`config.mk`:
```
export PLATFORM = sky130hd
export DESIGN_NAME = pedd_match
export DESIGN_NICKNAME = d
export VERILOG_FILES = /design/src/rtl/pedd_pkg.sv /design/src/rtl/pedd_match.sv
export SDC_FILE = /design/constraint.sdc
export NUM_CORES = 2
export LEC_CHECK = 0
export BUFFER_PORTS_ARGS = -buffer_cell sky130_fd_sc_hd__buf_2
export CORE_ASPECT_RATIO = 0.6
export CORE_MARGIN = 5
export CORE_UTILIZATION = 30
export CTS_CLUSTER_DIAMETER = 80
export DETAILED_ROUTE_END_ITERATION = 8
export MAX_ROUTING_LAYER = met4
export SLEW_MARGIN = 30
export SYNTH_ARGS = -nofsm -noshare
export SYNTH_HDL_FRONTEND = slang
export SYNTH_SLANG_ARGS = --single-unit
```
`constraint.sdc`:
```
create_clock -name clk -period 7.4 [get_ports clk]
set_clock_uncertainty 0.2 [all_clocks]
set_input_delay 0.74 -clock clk [delete_from_list [all_inputs] [get_ports clk]]
set_output_delay 0.74 -clock clk [all_outputs]
set_load 0.01 [all_outputs]
```
`src/rtl/pedd_pkg.sv`:
```
`timescale 1ns / 1ps
// Shared types and constants for the palette error-diffusion ditherer.
// No dependencies; imported by pedd_match and the top level.
package pedd_pkg;

	localparam int PIX_W     = 8;
	localparam int RGB_W     = 24;
	localparam int NUM_CH    = 3;
	localparam int CH_W      = 13;               // signed sixteenths per channel
	localparam int LINE_W    = NUM_CH * CH_W;
	localparam int DIST_W    = 10;               // up to 3 * 255
	localparam int IDX_W     = 4;
	localparam int NUM_LEAF  = 16;
	localparam int NUM_PAIRS = 8;
	localparam int CFG_IDX_W = 4;
	localparam int CFG_W     = 2 * RGB_W;

	localparam logic [DIST_W-1:0] DIST_MAX = '1;

	localparam logic [1:0] CH_RED   = 2'd0;
	localparam logic [1:0] CH_GREEN = 2'd1;

	typedef logic [PIX_W-1:0] pix_t;
	typedef logic [RGB_W-1:0] rgb_t;

	typedef struct packed {
		logic [IDX_W-1:0]  idx;
		logic [DIST_W-1:0] distance;
		rgb_t              rgb;
	} cand_t;

	// Palette entries keep red in the top byte, blue in the bottom byte.
	function automatic pix_t chan_of(input rgb_t rgb, input logic [1:0] ch);
		pix_t r;
		case (ch)
			CH_RED:   r = rgb[23:16];
			CH_GREEN: r = rgb[15:8];
			default:  r = rgb[7:0];
		endcase
		return r;
	endfunction

endpackage

```
`src/rtl/pedd_match.sv`:
```
`timescale 1ns / 1ps
// Nearest palette entry search: Manhattan distances registered in stage 1,
// min tree (lowest index on a tie) in stage 2. Depends on pedd_pkg.
module pedd_match import pedd_pkg::*; #(
	parameter int PALETTE_SIZE = 16
) (
	input  logic                  clk,
	input  logic                  load,
	input  logic [NUM_CH-1:0][PIX_W-1:0] adj,
	input  rgb_t                  pal [PALETTE_SIZE],
	output cand_t                 best
);

	logic [DIST_W-1:0] dist_s2 [PALETTE_SIZE];
	cand_t leaf [NUM_LEAF];
	cand_t lvl1 [NUM_LEAF/2];
	cand_t lvl2 [NUM_LEAF/4];
	cand_t lvl3 [NUM_LEAF/8];

	function automatic pix_t abs_diff(input pix_t a, input pix_t b);
		return (a > b) ? (a - b) : (b - a);
	endfunction

	function automatic cand_t pick(input cand_t a, input cand_t b);
		return (b.distance < a.distance) ? b : a;
	endfunction

	for (genvar e = 0; e < PALETTE_SIZE; e++) begin : g_dist
		logic [DIST_W-1:0] d;
		always_comb begin
			d = DIST_W'(abs_diff(adj[0], chan_of(pal[e], 2'd0)))
			  + DIST_W'(abs_diff(adj[1], chan_of(pal[e], 2'd1)))
			  + DIST_W'(abs_diff(adj[2], chan_of(pal[e], 2'd2)));
		end
		always_ff @(posedge clk) begin
			if (load) begin
				dist_s2[e] <= d;
			end
		end
	end

	for (genvar e = 0; e < NUM_LEAF; e++) begin : g_leaf
		if (e < PALETTE_SIZE) begin : g_used
			assign leaf[e] = '{idx: IDX_W'(e), distance: dist_s2[e], rgb: pal[e]};
		end else begin : g_pad
			assign leaf[e] = '{idx: IDX_W'(e), distance: DIST_MAX, rgb: '0};
		end
	end

	always_comb begin
		for (int i = 0; i < NUM_LEAF/2; i++) lvl1[i] = pick(leaf[2*i], leaf[2*i+1]);
		for (int i = 0; i < NUM_LEAF/4; i++) lvl2[i] = pick(lvl1[2*i], lvl1[2*i+1]);
		for (int i = 0; i < NUM_LEAF/8; i++) lvl3[i] = pick(lvl2[2*i], lvl2[2*i+1]);
		best = pick(lvl3[0], lvl3[1]);
	end

endmodule

```
==> flow_summary_export.csv <==
group,metric,value,unit
detailed_routing,wl_per_cell,26.06,um
global_routing,grt_pass1_wl,315200,um
place,dp_worst_setup_slack,-0.4977,ns
place,dp_hpwl,190900,um
clock_tree,cts_tree,"yes",
clock_tree,cts_made_buffers,17,
timing,worstMarginPinSlew,1.016,ns
final_layout,areaGrowthSynthToFinish,20.47,%
global_routing,antenna_found_initial,57,
setup_path,crit_arrival,7.34,ns
clock_tree,clock_path_buffers,2,
floorplan,die_h,320.6,um
synth,synth_edf_count,160,
final_layout,drive_above_1_share,19.02,%
setup_path,worstSetupStartpointType,"flip-flop",
timing,period_share,111.9,%
timing,slew_viol_final,0,
synth,synth_area,48240,um^2
setup_path,endpoint_kind,"output pin",
timing,period_minus_slack,8.280,ns
synth,yosysSeqAreaShare,9.961,%
detailed_routing,drt-pass1-iter-count,7,
setup_path,crit_type,"flip-flop to output pin",
detailed_routing,via_per_inst,5.303,
clock_tree,cts_root_buf,"clkbuf_16",
clock_tree,cts.clk_slew.worst_paths,0.08,ns
floorplan,dieArea,169200,um^2
floorplan,fp.dieW,527.7,um
timing,maxClockFrequency,120.8,MHz
global_routing,grt_max_degree,65,
place,gp_congestion,0.9978,
final_layout,final_nets,8109,
clock_tree,cts_sinks,160,
clock_tree,htree_levels,4,
synth,syn_inst,5690,
synth,synth_nets,7299,
synth,yosysWarnings,0,
floorplan,core.rowCount,114,
final_layout,fillers,16526,
detailed_routing,vias,46108,
global_routing,grt_pass1_vias,43929,
detailed_routing,ant_nets,0,
run_status,failed_checks,"negative setup slack",
final_layout,top_register,"dist_s2",
timing,rsz0062_at_grt,"yes",
run_status,status,"finished with violations",
synth,syn_avg_cell_area,8.477,um^2
final_layout,reg.largest.list,"dist_s2 x160",
final_layout,largest_reg_flops,160,
floorplan,io_pins,448,
setup_path,crit_fanout,8,
global_routing,grt_use_total,26.54,%
floorplan,core_area,160500,um^2
job,max_cap_violations,0,
timing,finalHoldViolCount,0,
setup_path,crit_slowest_cell,"edfxtp_1",
synth,synthFlopType,"edfxtp_1",
timing,setup_ws,-0.8798,ns
synth,synth_seq_cells,160,
detailed_routing,drt_iter0_drc,4695,
synth,ys_types,74,
detailed_routing,wl,226600,um
place,io_buffers,447,
detailed_routing,drcViolationCount,0,
clock_tree,hold_buffers,0,
timing,setup_viol,38,
setup_path,worst_path_largest_cell_delay,0.44,ns
setup_path,worst_path_most_repeated_cell,"buf_12",
synth,async_reset_ff_share,0,%
setup_path,worstPathRequired,6.46,ns
global_routing,grt_overflow_total,0,
timing,relSlewSlack,31.58,%
hold_path,hold_class,"input port to flip-flop",
floorplan,initial_utilization,30.06,%
==> cell families (layout without fill, tap and decap cells) <==
family,Yosys count,count (layout),share of synthesized area [%]
buf+inv,1104,1925,8.762
xor+xnor,386,386,7.024
compound gates,1475,1475,19.70
other cells,0,35,0
mux,541,541,11.51
flops,160,160,9.961
simple gates,823,825,8.158
fa+ha+maj,1201,1201,34.88
==> through the flow <==
step           cell area [um^2]  hold WS, ns  utilization, %  cells  TNS (ns)
6_report                  58110       0.5122           36.21   8694    -31.34
5_1_grt                   58090       0.4902           36.20   8684    -43.29
4_1_cts                   57600       0.4812           35.90   8638    -30.73
3_5_place_dp              56740       0.9935           35.36   8594    -16.49
3_3_place_gp              56740       0.9868           35.36   8594    -11.51
2_1_floorplan             48820       0.6525               -   5690    -3.428
==> worst max-delay path: cells and delay by family, from the launching register on <==
| family | cells | cell delay (ns) |
|---|---|---|
| AOI/OAI and AO/OA | 14 | 2.37 |
| adders and majority gates | 4 | 1.11 |
| buffers and inverters | 8 | 1.13 |
| DFF | 1 | 0.44 |
| muxes | 3 | 0.82 |
| and+or+nand+nor | 8 | 0.95 |
==> cell type report <==
| cell class | instances | area [um^2] | share of cell area [%] |
|---|---|---|---|
| well taps | 2146 | 2685 | 4.621 |
| diodes | 35 | 87.58 | 0.1507 |
| repair buffers | 929 | 6138 | 10.56 |
| clock inverters | 15 | 171.4 | 0.2950 |
| flip-flops and latches | 160 | 4805 | 8.268 |
| multi-input cells | 4428 | 40180 | 69.14 |
| inverters | 964 | 3618 | 6.227 |
| clock buffers | 17 | 425.4 | 0.7321 |
==> what timing repair did <==
| action | 4_1_cts | 5_1_grt |
|---|---|---|
| endpoints found under the setup margin | 38 | 38 |
| buffers inserted | 14 | 19 |
| pin swaps | 14 | 20 |
| resized for setup | 30 | 49 |
| gates cloned | 1 | 2 |
==> routing by layer <==
metal	part of all wire [%]	up-vias	global-route usage, %
met5	0	-	-
met4	4.5	0	9.742
met3	8.2	355	4.852
met2	42	1945	39.29
met1	45	22453	36.02
li1	-	21355	-
==> cells in the mapped netlist (all sizes together), types with 141 or more instances <==
cell type,instances,area (um^2)
a21oi,545,2735
a21o,250,1877
inv,964,3618
mux2i,434,4344
edfxtp,160,4805
o21ai,243,1220
fa,240,4805
nor2,205,769.5
ha,959,12000
nor2b,141,882.1
xnor2,259,2276
nand2,277,1040
==> final timing paths <==
check,depth (start not counted),start,slack (ns),endpoint
worst min-delay path,1,load,0.51,dist_s2[0][19]
worst max-delay path,37,dist_s2[1][73],-0.88,best[34]
==> placed cells by master (no fill, tap or decap), types with 31 or more instances in the layout <==
cell type,instances
a211oi_1,74
a21o_1,249
a21oi_1,519
a221o_1,72
a221oi_1,36
buf_2,444
buf_4,458
diode_2,35
edfxtp_1,160
fa_1,240
ha_1,947
inv_1,951
mux2_2,99
mux2i_1,389
mux2i_4,31
nand2_1,276
nand4_1,100
nor2_1,196
nor2b_1,140
o21ai_0,227
o21bai_1,55
o22a_1,38
xnor2_1,258
xor2_1,127
Power is not shown: default switching activity piles up to over one toggle a cycle in this logic, so the estimate is an artifact.
